### config.mk
export PLATFORM = sky130hd
export DESIGN_NAME = one_wire_bus_master
export DESIGN_NICKNAME = d
export VERILOG_FILES = /design/src/rtl/core/owb_pkg.sv /design/src/rtl/core/one_wire_bus_master.sv /design/src/rtl/core/owb_cfg_regs.sv /design/src/rtl/core/owb_engine.sv
export SDC_FILE = /design/constraint.sdc
export NUM_CORES = 1
export LEC_CHECK = 0
export CAP_MARGIN = 25
export CORE_UTILIZATION = 66
export CTS_CLUSTER_DIAMETER = 40
export DETAILED_ROUTE_END_ITERATION = 8
export DONT_BUFFER_PORTS = 1
export MAX_ROUTING_LAYER = met4
export PLACE_DENSITY = 0.82
export SLEW_MARGIN = 40
export SYNTH_ARGS = -nofsm -noshare
export SYNTH_HDL_FRONTEND = slang
export SYNTH_SLANG_ARGS = --single-unit
### constraint.sdc
create_clock -name aclk -period 7.53 [get_ports aclk]
set_input_delay 1.1295 -clock aclk [delete_from_list [all_inputs] [get_ports aclk]]
set_output_delay 1.1295 -clock aclk [all_outputs]
set_load 0.01 [all_outputs]
### src/rtl/core/owb_pkg.sv
// Shared types, constants and helpers for the one-wire bus master.
package owb_pkg;

    localparam int TIMER_BITS = 10;
    localparam int REG_W      = 10;
    localparam int LEN_W      = ((REG_W > TIMER_BITS) ? REG_W : TIMER_BITS) + 1;
    localparam int ADDR_W     = 5;
    localparam int DATA_W     = 32;

    localparam logic [TIMER_BITS-1:0] TIMER_MAX = {TIMER_BITS{1'b1}};

    // Command codes
    localparam logic [1:0] CMD_TICK  = 2'd0;
    localparam logic [1:0] CMD_RESET = 2'd1;
    localparam logic [1:0] CMD_WRITE = 2'd2;
    localparam logic [1:0] CMD_READ  = 2'd3;

    // Register indexes
    localparam logic [2:0] REG_RESET_LOW = 3'd0;
    localparam logic [2:0] REG_PRES_WAIT = 3'd1;
    localparam logic [2:0] REG_PRES_REC  = 3'd2;
    localparam logic [2:0] REG_W1_LOW    = 3'd3;
    localparam logic [2:0] REG_W1_GAP    = 3'd4;
    localparam logic [2:0] REG_W0_LOW    = 3'd5;
    localparam logic [2:0] REG_RD_LOW    = 3'd6;
    localparam logic [2:0] REG_RD_REC    = 3'd7;

    localparam logic [REG_W-1:0] RST_RESET_LOW = 10'd480;
    localparam logic [REG_W-1:0] RST_PRES_WAIT = 10'd70;
    localparam logic [REG_W-1:0] RST_PRES_REC  = 10'd70;
    localparam logic [REG_W-1:0] RST_W1_LOW    = 10'd10;
    localparam logic [REG_W-1:0] RST_W1_GAP    = 10'd45;
    localparam logic [REG_W-1:0] RST_W0_LOW    = 10'd90;
    localparam logic [REG_W-1:0] RST_RD_LOW    = 10'd1;
    localparam logic [REG_W-1:0] RST_RD_REC    = 10'd70;

    localparam logic [3:0] BITS_PER_BYTE = 4'd8;

    typedef struct packed {
        logic [REG_W-1:0] reset_low;
        logic [REG_W-1:0] pres_wait;
        logic [REG_W-1:0] pres_rec;
        logic [REG_W-1:0] w1_low;
        logic [REG_W-1:0] w1_gap;
        logic [REG_W-1:0] w0_low;
        logic [REG_W-1:0] rd_low;
        logic [REG_W-1:0] rd_rec;
    } owb_cfg_t;

    typedef struct packed {
        logic       drive_low;
        logic       busy_res;
        logic       done_res;
        logic       presence;
        logic [7:0] read_data;
        logic       rejected;
    } owb_res_t;

    // Length of a phase that must last at least one tick
    function automatic logic [LEN_W-1:0] len_min1(input logic [REG_W-1:0] v);
        logic [LEN_W-1:0] r;
        r = LEN_W'(v);
        if (v == '0) begin
            r = LEN_W'(1);
        end
        return r;
    endfunction

    // Length of a phase that always adds one tick to the register
    function automatic logic [LEN_W-1:0] len_plus1(input logic [REG_W-1:0] v);
        return LEN_W'(v) + LEN_W'(1);
    endfunction

endpackage

### src/rtl/core/one_wire_bus_master.sv
// The result of an accepted tick item is registered and is offered as a result item in the next cycle.
// Throughput: one item per cycle; the sequencer advances once per accepted item.
// A result register parts the channels, so a new item is taken while m_ready is high
// or the register is empty.
// Reset (aresetn low, synchronous): bus idle, state cleared, registers to defaults.
module one_wire_bus_master (
    input  logic                        aclk,
    input  logic                        aresetn,
    input  logic                        psel,
    input  logic                        penable,
    input  logic                        pwrite,
    input  logic [owb_pkg::ADDR_W-1:0]  paddr,
    input  logic [owb_pkg::DATA_W-1:0]  pwdata,
    output logic [owb_pkg::DATA_W-1:0]  prdata,
    output logic                        pready,
    input  logic                        s_valid,
    output logic                        s_ready,
    input  logic [1:0]                  s_cmd,
    input  logic [7:0]                  s_data_byte,
    input  logic [3:0]                  s_bit_count,
    input  logic                        s_bus_in,
    output logic                        m_valid,
    input  logic                        m_ready,
    output logic                        m_drive_low,
    output logic                        m_busy_res,
    output logic                        m_done_res,
    output logic                        m_presence,
    output logic [7:0]                  m_read_data,
    output logic                        m_rejected
);

    owb_pkg::owb_cfg_t cfg;
    owb_pkg::owb_res_t res;
    owb_pkg::owb_res_t res_reg;
    logic              m_valid_reg;
    logic              accept;

    assign s_ready = !m_valid_reg || m_ready;
    assign accept  = s_valid && s_ready;

    owb_cfg_regs u_regs (
        .aclk    (aclk),
        .aresetn (aresetn),
        .psel    (psel),
        .penable (penable),
        .pwrite  (pwrite),
        .paddr   (paddr),
        .pwdata  (pwdata),
        .prdata  (prdata),
        .pready  (pready),
        .cfg     (cfg)
    );

    owb_engine u_engine (
        .aclk      (aclk),
        .aresetn   (aresetn),
        .step      (accept),
        .cmd       (s_cmd),
        .data_byte (s_data_byte),
        .bit_count (s_bit_count),
        .bus_in    (s_bus_in),
        .cfg       (cfg),
        .res       (res)
    );

    always_ff @(posedge aclk) begin
        if (!aresetn) begin
            m_valid_reg <= 1'b0;
        end else if (accept) begin
            m_valid_reg <= 1'b1;
        end else if (m_ready) begin
            m_valid_reg <= 1'b0;
        end
    end

    // Hold the result until taken
    always_ff @(posedge aclk) begin
        if (accept) begin
            res_reg <= res;
        end
    end

    assign m_valid     = m_valid_reg;
    assign m_drive_low = res_reg.drive_low;
    assign m_busy_res  = res_reg.busy_res;
    assign m_done_res  = res_reg.done_res;
    assign m_presence  = res_reg.presence;
    assign m_read_data = res_reg.read_data;
    assign m_rejected  = res_reg.rejected;

endmodule

### src/rtl/core/owb_cfg_regs.sv
// Configuration register file with APB-style access.
module owb_cfg_regs (
    input  logic                        aclk,
    input  logic                        aresetn,
    input  logic                        psel,
    input  logic                        penable,
    input  logic                        pwrite,
    input  logic [owb_pkg::ADDR_W-1:0]  paddr,
    input  logic [owb_pkg::DATA_W-1:0]  pwdata,
    output logic [owb_pkg::DATA_W-1:0]  prdata,
    output logic                        pready,
    output owb_pkg::owb_cfg_t           cfg
);

    owb_pkg::owb_cfg_t          cfg_reg;
    logic [2:0]                 idx;
    logic [owb_pkg::REG_W-1:0]  wval;
    logic [owb_pkg::REG_W-1:0]  rval;
    logic                       wr_en;

    assign pready = 1'b1;
    assign idx    = paddr[4:2];
    assign wval   = pwdata[owb_pkg::REG_W-1:0];
    assign wr_en  = psel && penable && pwrite && pready;
    assign cfg    = cfg_reg;

    always_ff @(posedge aclk) begin
        if (!aresetn) begin
            cfg_reg.reset_low <= owb_pkg::RST_RESET_LOW;
            cfg_reg.pres_wait <= owb_pkg::RST_PRES_WAIT;
            cfg_reg.pres_rec  <= owb_pkg::RST_PRES_REC;
            cfg_reg.w1_low    <= owb_pkg::RST_W1_LOW;
            cfg_reg.w1_gap    <= owb_pkg::RST_W1_GAP;
            cfg_reg.w0_low    <= owb_pkg::RST_W0_LOW;
            cfg_reg.rd_low    <= owb_pkg::RST_RD_LOW;
            cfg_reg.rd_rec    <= owb_pkg::RST_RD_REC;
        end else if (wr_en) begin
            unique case (idx)
                owb_pkg::REG_RESET_LOW: cfg_reg.reset_low <= wval;
                owb_pkg::REG_PRES_WAIT: cfg_reg.pres_wait <= wval;
                owb_pkg::REG_PRES_REC:  cfg_reg.pres_rec  <= wval;
                owb_pkg::REG_W1_LOW:    cfg_reg.w1_low    <= wval;
                owb_pkg::REG_W1_GAP:    cfg_reg.w1_gap    <= wval;
                owb_pkg::REG_W0_LOW:    cfg_reg.w0_low    <= wval;
                owb_pkg::REG_RD_LOW:    cfg_reg.rd_low    <= wval;
                default:                cfg_reg.rd_rec    <= wval;
            endcase
        end
    end

    always_comb begin
        unique case (idx)
            owb_pkg::REG_RESET_LOW: rval = cfg_reg.reset_low;
            owb_pkg::REG_PRES_WAIT: rval = cfg_reg.pres_wait;
            owb_pkg::REG_PRES_REC:  rval = cfg_reg.pres_rec;
            owb_pkg::REG_W1_LOW:    rval = cfg_reg.w1_low;
            owb_pkg::REG_W1_GAP:    rval = cfg_reg.w1_gap;
            owb_pkg::REG_W0_LOW:    rval = cfg_reg.w0_low;
            owb_pkg::REG_RD_LOW:    rval = cfg_reg.rd_low;
            default:                rval = cfg_reg.rd_rec;
        endcase
        prdata = owb_pkg::DATA_W'(rval);
    end

endmodule

### src/rtl/core/owb_engine.sv
// Bus timing sequencer: advances one tick per accepted item.
module owb_engine (
    input  logic              aclk,
    input  logic              aresetn,
    input  logic              step,
    input  logic [1:0]        cmd,
    input  logic [7:0]        data_byte,
    input  logic [3:0]        bit_count,
    input  logic              bus_in,
    input  owb_pkg::owb_cfg_t cfg,
    output owb_pkg::owb_res_t res
);

    typedef enum logic [2:0] {
        PH_IDLE,
        PH_RST_LOW,
        PH_RST_WAIT,
        PH_RST_REC,
        PH_WR_LOW,
        PH_WR_GAP,
        PH_RD_LOW,
        PH_RD_REC
    } phase_t;

    phase_t                           phase_reg, phase_next;
    logic [owb_pkg::TIMER_BITS-1:0]   timer_reg, timer_next;
    logic [3:0]                       idx_reg, idx_next;
    logic [3:0]                       wanted_reg, wanted_next;
    logic [7:0]                       shift_reg, shift_next;
    logic [7:0]                       gath_reg, gath_next;
    logic                             pres_reg, pres_next;
    logic [owb_pkg::LEN_W-1:0]        len;
    logic                             wr_next;
    logic                             drive;
    logic                             done;
    logic                             rej;

    always_comb begin
        phase_next  = phase_reg;
        timer_next  = timer_reg;
        idx_next    = idx_reg;
        wanted_next = wanted_reg;
        shift_next  = shift_reg;
        gath_next   = gath_reg;
        pres_next   = pres_reg;
        drive       = 1'b0;
        done        = 1'b0;
        rej         = 1'b0;
        wr_next     = 1'b0;
        len         = owb_pkg::LEN_W'(1);

        // Command intake: the command tick is the first tick of the operation
        if (phase_reg == PH_IDLE) begin
            timer_next = '0;
            case (cmd)
                owb_pkg::CMD_RESET: begin
                    phase_next = PH_RST_LOW;
                end
                owb_pkg::CMD_WRITE: begin
                    shift_next = data_byte;
                    idx_next   = '0;
                    phase_next = PH_WR_LOW;
                end
                owb_pkg::CMD_READ: begin
                    if (bit_count == 4'd0) begin
                        wanted_next = 4'd1;
                    end else if (bit_count > owb_pkg::BITS_PER_BYTE) begin
                        wanted_next = owb_pkg::BITS_PER_BYTE;
                    end else begin
                        wanted_next = bit_count;
                    end
                    idx_next   = '0;
                    gath_next  = '0;
                    phase_next = PH_RD_LOW;
                end
                default: ;
            endcase
        end else if (cmd != owb_pkg::CMD_TICK) begin
            rej = 1'b1;
        end

        if (phase_next != PH_IDLE) begin
            drive = (phase_next == PH_RST_LOW) || (phase_next == PH_WR_LOW) ||
                    (phase_next == PH_RD_LOW);
            if (phase_next == PH_RST_REC && timer_next == '0) begin
                pres_next = !bus_in;
            end
            if (phase_next == PH_RD_REC && timer_next == '0 && bus_in) begin
                gath_next[idx_next[2:0]] = 1'b1;
            end

            unique case (phase_next)
                PH_RST_LOW:  len = owb_pkg::len_min1(cfg.reset_low);
                PH_RST_WAIT: len = owb_pkg::len_min1(cfg.pres_wait);
                PH_RST_REC:  len = owb_pkg::len_plus1(cfg.pres_rec);
                PH_WR_LOW:   len = shift_next[0] ? owb_pkg::len_min1(cfg.w1_low)
                                                 : owb_pkg::len_min1(cfg.w0_low);
                PH_WR_GAP:   len = owb_pkg::len_min1(cfg.w1_gap);
                PH_RD_LOW:   len = owb_pkg::len_min1(cfg.rd_low);
                PH_RD_REC:   len = owb_pkg::len_plus1(cfg.rd_rec);
                default:     len = owb_pkg::LEN_W'(1);
            endcase

            if ((owb_pkg::LEN_W'(timer_next) + owb_pkg::LEN_W'(1) >= len) ||
                (timer_next == owb_pkg::TIMER_MAX)) begin
                // End of phase: move on to the next one
                timer_next = '0;
                unique case (phase_next)
                    PH_RST_LOW:  phase_next = PH_RST_WAIT;
                    PH_RST_WAIT: phase_next = PH_RST_REC;
                    PH_RST_REC: begin
                        phase_next = PH_IDLE;
                        done       = 1'b1;
                    end
                    PH_WR_LOW: begin
                        if (shift_next[0] && cfg.w1_gap != '0) begin
                            phase_next = PH_WR_GAP;
                        end else begin
                            wr_next = 1'b1;
                        end
                    end
                    PH_WR_GAP:   wr_next    = 1'b1;
                    PH_RD_LOW:   phase_next = PH_RD_REC;
                    PH_RD_REC: begin
                        idx_next = idx_next + 4'd1;
                        if (idx_next >= wanted_next) begin
                            phase_next = PH_IDLE;
                            done       = 1'b1;
                        end else begin
                            phase_next = PH_RD_LOW;
                        end
                    end
                    default:     phase_next = PH_IDLE;
                endcase
                if (wr_next) begin
                    shift_next = shift_next >> 1;
                    idx_next   = idx_next + 4'd1;
                    if (idx_next >= owb_pkg::BITS_PER_BYTE) begin
                        phase_next = PH_IDLE;
                        done       = 1'b1;
                    end else begin
                        phase_next = PH_WR_LOW;
                    end
                end
            end else begin
                timer_next = timer_next + 1'b1;
            end
        end

        res.drive_low = drive;
        res.busy_res  = (phase_next != PH_IDLE);
        res.done_res  = done;
        res.presence  = pres_next;
        res.read_data = gath_next;
        res.rejected  = rej;
    end

    always_ff @(posedge aclk) begin
        if (!aresetn) begin
            phase_reg  <= PH_IDLE;
            timer_reg  <= '0;
            idx_reg    <= '0;
            wanted_reg <= '0;
            shift_reg  <= '0;
            gath_reg   <= '0;
            pres_reg   <= 1'b0;
        end else if (step) begin
            phase_reg  <= phase_next;
            timer_reg  <= timer_next;
            idx_reg    <= idx_next;
            wanted_reg <= wanted_next;
            shift_reg  <= shift_next;
            gath_reg   <= gath_next;
            pres_reg   <= pres_next;
        end
    end

endmodule

==> metrics, run 1 <==
status=finished clean; DIE WIDTH=114 µm; Final setup viols=0; Seq/Total Area, Yosys=about a third; total number of vias=7792; cells along the critical path=and3_1 -> mux2i_1 -> inv_1 -> ha_1 -> nand2_1 -> o21ai_0 -> a22o_1 -> a221oi_1 -> o21a_1 -> ha_1 -> nand2_1 -> o21ai_0 -> a211oi_1 -> o21a_1 -> nor4_2 -> o311ai_1; most common cell in the netlist=nand2_1; r2r setup slk=approximately 2200 ps; ys flop type=dfxtp_1; hpwl dp=about 17000 µm; CTS H-tree depth=4; Pwr Density=214 nW/µm²; first-pass GRT wire length=a little under 40000 µm; Post-Synthesis Cells=just over 1000; post-synth top area cell=dfxtp_1; routed length per instance=around 21 µm; Post-CTS Hold Buffers=0; EDFF count, synth=13; Final Instance Count excl. Fillers=between 1000 and 1500; Synth Cell Area=8260 µm²; P&R area growth vs syn=6.33%; post-synth cell types=79; setup_tns=0 ps; multi-input combinational cell area=slightly above 5000 µm²; # IOs=107; Resized Gates After CTS=0; slew margin rel.=between 40% and 50%; ys async rst share=0%; placement-stage cell area=8160 µm²; CTS buffer count=17; number of global-route vias before repair=about 7300; DP Cell Count=1133; fraction of layout cells with a size suffix above 1=slightly below 8%; Final Cell Area=between 8000 and 9000 µm²; Core Rows=40; Yosys warning count=0; CTS root buf=clkbuf_16; final WL=25000 µm; antenna violations before repair=0; Worst-Skew Late Latency=roughly 440 ps; Synth top cells by count=198 x nand2_1, 119 x dfxtp_1, 72 x nand3_1; Hold Violations, Final=0; Sink Count=between 100 and 150; synth top area cells=dfxtp_1 29%, nand2_1 9.0%, mux2i_1 6.5%; crit end category=flip-flop; die area=13000 µm²; Worst Path Arrival=approximately 5600 ps; die height=approximately 110 µm; post-route ant nets=0; Setup Skew=roughly 11 ps; Fill cells=roughly 1000; Synth Area per Inst=a little over 8 µm²; GRT Residual Overflow=0; core area=~12000 µm²; Starting DRT DRC Count=936; Pre-Repair DR Iteration Count=7; cell family with most CP delay=compound AO/OA/AOI/OAI gates; Tightest Pin Transition=between 800 and 900 ps; pin count of the biggest net entering global routing=125; Critical-path top delay cell=dfxtp_1; RSZ-0062 raised after global routing=no; Synth top area share=about 29%; final RePlAce weighted congestion=approximately 1; Initial Util=roughly two thirds; Fmax=186 MHz; max incr delay on CP=between 800 and 900 ps; Max VDD drop=about 0.15 mV; Clk pin slew, worst setup/hold paths=about 60 ps; Buf/Inv on CP=1; post-CTS setup repair buffer count=0; startpoint types=flip-flop; pre-CTS WS=between 1500 and 2000 ps; #FFs+latches synth=about 130; via/cell ratio=6.69; final period utilization=between 70% and 80%; Leak=3.21 nW; pins over their slew limit=0; final worst slack=roughly 2200 ps; final design utilization=72.6%; ANT cells=0; Register Area=between 2000 and 3000 µm²; PortBufs=0; crit path max fanout=22; DRC=0; total of max-cap violations=0; Tmin final=between 5000 and 6000 ps; CTS max path bufs=2; CTS tree=built; final-stage net count=approximately 1100; Total Routing Usage GR=between 40% and 50%; HP Class=reg -> reg; WP data required=~7800 ps; flip-flop count of the largest register after layout=80; Setup CP Type=reg -> reg
==> path summary, 6_finish.rpt <==
path	start	to	depth (start not counted)
min reg2reg	u_engine.gath_reg[0]$_SDFFE_PN0P_	u_engine.gath_reg[0]$_SDFFE_PN0P_	2
max reg2reg	u_engine.phase_reg[1]$_SDFFE_PN0P_	m_busy_res$_DFFE_PP_	16
max	u_engine.phase_reg[1]$_SDFFE_PN0P_	m_busy_res$_DFFE_PP_	16
min	u_engine.gath_reg[0]$_SDFFE_PN0P_	u_engine.gath_reg[0]$_SDFFE_PN0P_	2
==> kinds of logic (layout without fill, tap and decap cells) <==
kind of cell    Yosys count  in the layout  synth area share (%)
mux                      67             67                  9.40
flops                   132            132                  33.6
fa+ha+maj                20             20                  3.03
xor+xnor                 19             19                  2.01
buf+inv                 111             59                  6.66
simple gates            453            453                  26.4
other cells               2             23                0.0909
compound gates          223            223                  18.8
==> cell usage in the layout (no fill, tap or decap), drive strengths merged, types with 7 or more instances in the layout <==
master	Yosys	final
ha	20	20
xor2	9	9
nand2	198	198
conb	2	23
a21oi	35	35
nor3	16	16
nand3	72	72
o211ai	9	9
edfxtp	13	13
mux2i	54	54
a21boi	46	46
inv	17	18
o21a	7	7
a211oi	8	8
nor2	59	59
xnor2	10	10
buf	48	11
nor2b	38	38
nor3b	7	7
mux4	8	8
dfxtp	119	119
clkbuf	46	22
nor4	8	8
a21o	8	8
a22o	7	7
o21ai	44	44
a22oi	9	9
nand4	14	14
==> tightest hold or removal path, cell delays in order (launching register included) <==
cell and delay, ps:
dfxtp_1 310, nand2_1 50, a21boi_0 60
==> layout make-up <==
class / count / share of cell area, %
flip-flops and latches: 132 / 31.6
inverters: 17 / 0.726
multi-input cells: 805 / 57.4
clock inverters: 9 / 1.01
well taps: 168 / 2.39
repair buffers: 11 / 0.940
clock buffers: 22 / 6.01
==> where the power goes <==
part	total (W)	switching [W]	internal (W)
Clock	0.000849	0.000320	0.000529
Combinational	0.000279	0.000182	0.0000969
Sequential	0.000750	0.0000200	0.000730
Total	0.00188	0.000522	0.00136
==> per-layer routing <==
metal  global-route usage, %  share of wire [%]  up-vias
li1                        -                  -     3536
met1                    47.7                 38     3691
met2                    65.4                 47      453
met3                    10.8                9.4      112
met4                    23.0                5.0        0
met5                       -                  0        -
==> stage by stage <==
stage / total power [W] / hold slack (ps)
floorplan: 0.000998 / 441
detailed placement: 0.00103 / 455
global route: 0.00194 / 493
finish: 0.00188 / 461
CTS: 0.00188 / 463
global placement: 0.00103 / 450
(Power assumes the default switching activity.)
==> run 2: changes to the inputs <==
CORE_UTILIZATION = 65   (was 66)
PLACE_DENSITY = 0.81   (was 0.82)
clock period = 5.3 ns   (was 7.53 ns; I/O delays follow)
==> run 2 against run 1 <==
  * Register-to-register slack worse by 1500 ps
  * Utilization decreased by 0.53 points
  * Critical endpoint unchanged
  * Critical path type unchanged
  * Global-route usage down 2.5 points
  * Sequential cell count is the same
==> metrics, run 2 (synthesis results as in run 1) <==
Final Cell Area=8790 µm² (about the same); DRC=0 (unchanged); crit end category=flip-flop; Sequential Power Share=40.6% (+0.7 points); cell mode on critical path=a211oi_1; post-route ant nets=0 (unchanged); r2r setup slk=640 ps (-1510 ps); core area=12200 µm² (+0.83%); most frequent cells in the layout=198 x nand2_1, 119 x dfxtp_1, 72 x nand3_1; number of global-route vias before repair=7086 (-2.9%); status=finished clean; worst reg2reg endpoint=m_busy_res$_DFFE_PP_; Initial Util=67.7% (-0.56 points); via/cell ratio=6.53 (-2.5%); Sink Count=132 (unchanged); Buf/Inv on CP=1 (unchanged); Worst Path Arrival=4810 ps (-810 ps); Leak=3.21 nW (-0.18%); die area=13200 µm² (+1.5%); CTS buffer count=17 (unchanged); PortBufs=0 (unchanged); CTS max path bufs=2 (unchanged); HP Class=in -> reg; flip-flop count of the largest register after layout=80 (unchanged); hpwl dp=16800 µm (-1.2%); Setup Skew=9.42 ps (-1.26 ps); Critical-path top delay cell=dfxtp_1; fraction of layout cells with a size suffix above 1=8.18% (+0.35 points); CTS H-tree depth=4 (unchanged); final design utilization=72.0% (-0.53 points); P&R area growth vs syn=6.42% (about the same); final WL=23700 µm (-5.1%); Tmin final=4660 ps (-719 ps); pin count of the biggest net entering global routing=125 (unchanged); placement-stage cell area=8210 µm² (+0.61%); total number of vias=7640 (-2.0%); post-CTS setup repair buffer count=0 (unchanged); P_int=0.00188 W (+38%); startpoint types=flip-flop; worst r2r path cells=14 (-2); RSZ-0062 raised after global routing=no; clock network power share=44.4% (-0.8 points); crit path max fanout=16 (-27%); Setup CP Type=reg -> reg; CTS root buf=clkbuf_16; Total Routing Usage GR=38.8% (-2.5 points); Clk pin slew, worst setup/hold paths=60 ps (about the same); final RePlAce weighted congestion=1.01 (+4.2%); setup_tns=0 ps (unchanged); final-stage net count=1068 (+0.47%); cell family with most CP delay=compound AO/OA/AOI/OAI gates; ANT cells=0 (unchanged); antenna violations before repair=0 (unchanged); # IOs=107 (unchanged); hold path startpoint=aresetn; first-pass GRT wire length=37600 µm (-4.3%); DIE WIDTH=115 µm (+0.75%); Switching Share=28.5% (+0.75 points); hold endpoint=u_regs.cfg[43]$_SDFFE_PN1P_; Post-CTS Hold Buffers=0 (unchanged); routed length per instance=20.3 µm (-5.6%); GRT Residual Overflow=0 (unchanged); Starting DRT DRC Count=917 (-2.0%); Fill cells=997 (-0.70%); Logic pwr share=15.0% (+0.2 points); max incr delay on CP=480 ps (-360 ps); Worst-Skew Late Latency=440 ps (about the same); die height=115 µm (+0.75%); total of max-cap violations=0 (unchanged); WP data required=5460 ps (-2320 ps); Net Sw Power=0.000749 W (+44%); Pre-Repair DR Iteration Count=6 (-1); Max VDD drop=0.185 mV (+23%); CTS tree=built; R2R Path Start=u_engine.phase_reg[2]$_SDFFE_PN0P_; Core Rows=40 (unchanged); most common cell after layout, fill and taps aside=nand2_1; minimum hold slack=450 ps (-10.4 ps); slew margin rel.=49.8% (+6.5 points); CP startpoint=u_engine.phase_reg[2]$_SDFFE_PN0P_; Final setup viols=0 (unchanged); Tightest Pin Transition=750 ps (-93.2 ps); Pwr Density=299 nW/µm² (+40%); Fmax=215 MHz (+15%); pins over their slew limit=0 (unchanged); Hold Violations, Final=0 (unchanged); final period utilization=87.9% (+16 points); Hold Path Stages=1 (-1); Resized Gates After CTS=0 (unchanged); cells along the critical path=buf_4 -> nand3_1 -> nand4_1 -> a211oi_1 -> xnor2_1 -> mux2i_1 -> a211oi_1 -> ha_1 -> and3_1 -> and3_1 -> a211oi_1 -> o21a_1 -> a22o_1 -> o311ai_1
[run 2: changes by cell type in the layout (fill, tap and decap cells not counted), sizes merged]
cell	previous run	this run
clkbuf	22	17
buf	11	16
inv	18	21
clkinvlp	1	5
clkinv	6	4
bufinv	1	2
[run 2: how the worst max path moves through the flow]
stage | endpoint | cells after the start | slack [ps]
2_1_floorplan | m_busy_res$_DFFE_PP_ | 17 | 1100
3_5_place_dp | m_busy_res$_DFFE_PP_ | 13 | 710
4_1_cts | m_busy_res$_DFFE_PP_ | 14 | 810
3_3_place_gp | m_busy_res$_DFFE_PP_ | 13 | 740
5_1_grt | m_busy_res$_DFFE_PP_ | 15 | 460
6_report | m_busy_res$_DFFE_PP_ | 14 | 640
[run 2: final cells by class]
type,instances,area [µm²],area share (%)
Tap cell,168,210,2.39
Multi-Input combinational cell,805,5050,57.4
Sequential cell,132,2770,31.5
Inverter,17,63.8,0.726
Timing Repair Buffer,16,120,1.37
Clock buffer,17,425,4.84
Clock inverter,15,156,1.78
[run 2: power groups by stage]
stage / Clock (W) / Combinational, W / Sequential (W)
floorplan: 0 / 0.000341 / 0.00108
global placement: 0 / 0.000378 / 0.00109
detailed placement: 0 / 0.000384 / 0.00109
CTS: 0.00117 / 0.000386 / 0.00106
global route: 0.00122 / 0.000429 / 0.00107
finish: 0.00117 / 0.000394 / 0.00107
[run 2: stage by stage]
stage | instances | setup slack, ps | total power (W)
6_report | 1170 | 643 | 0.00263
5_1_grt | 1170 | 456 | 0.00272
4_1_cts | 1170 | 812 | 0.00262
3_5_place_dp | 1138 | 713 | 0.00147
3_3_place_gp | 1138 | 744 | 0.00146
2_1_floorplan | 1048 | 1100 | 0.00142
[run 2: per-layer routing]
metal / routed length, µm / up-vias / global-route usage, % / share of wire [%]
met4: 955 / 0 / 19.2 / 4.0
met1: 9450 / 3571 / 46.7 / 40
met5: 0 / - / - / 0
li1: - / 3543 / - / -
met2: 10800 / 443 / 59.7 / 46
met3: 2480 / 83 / 11.0 / 10
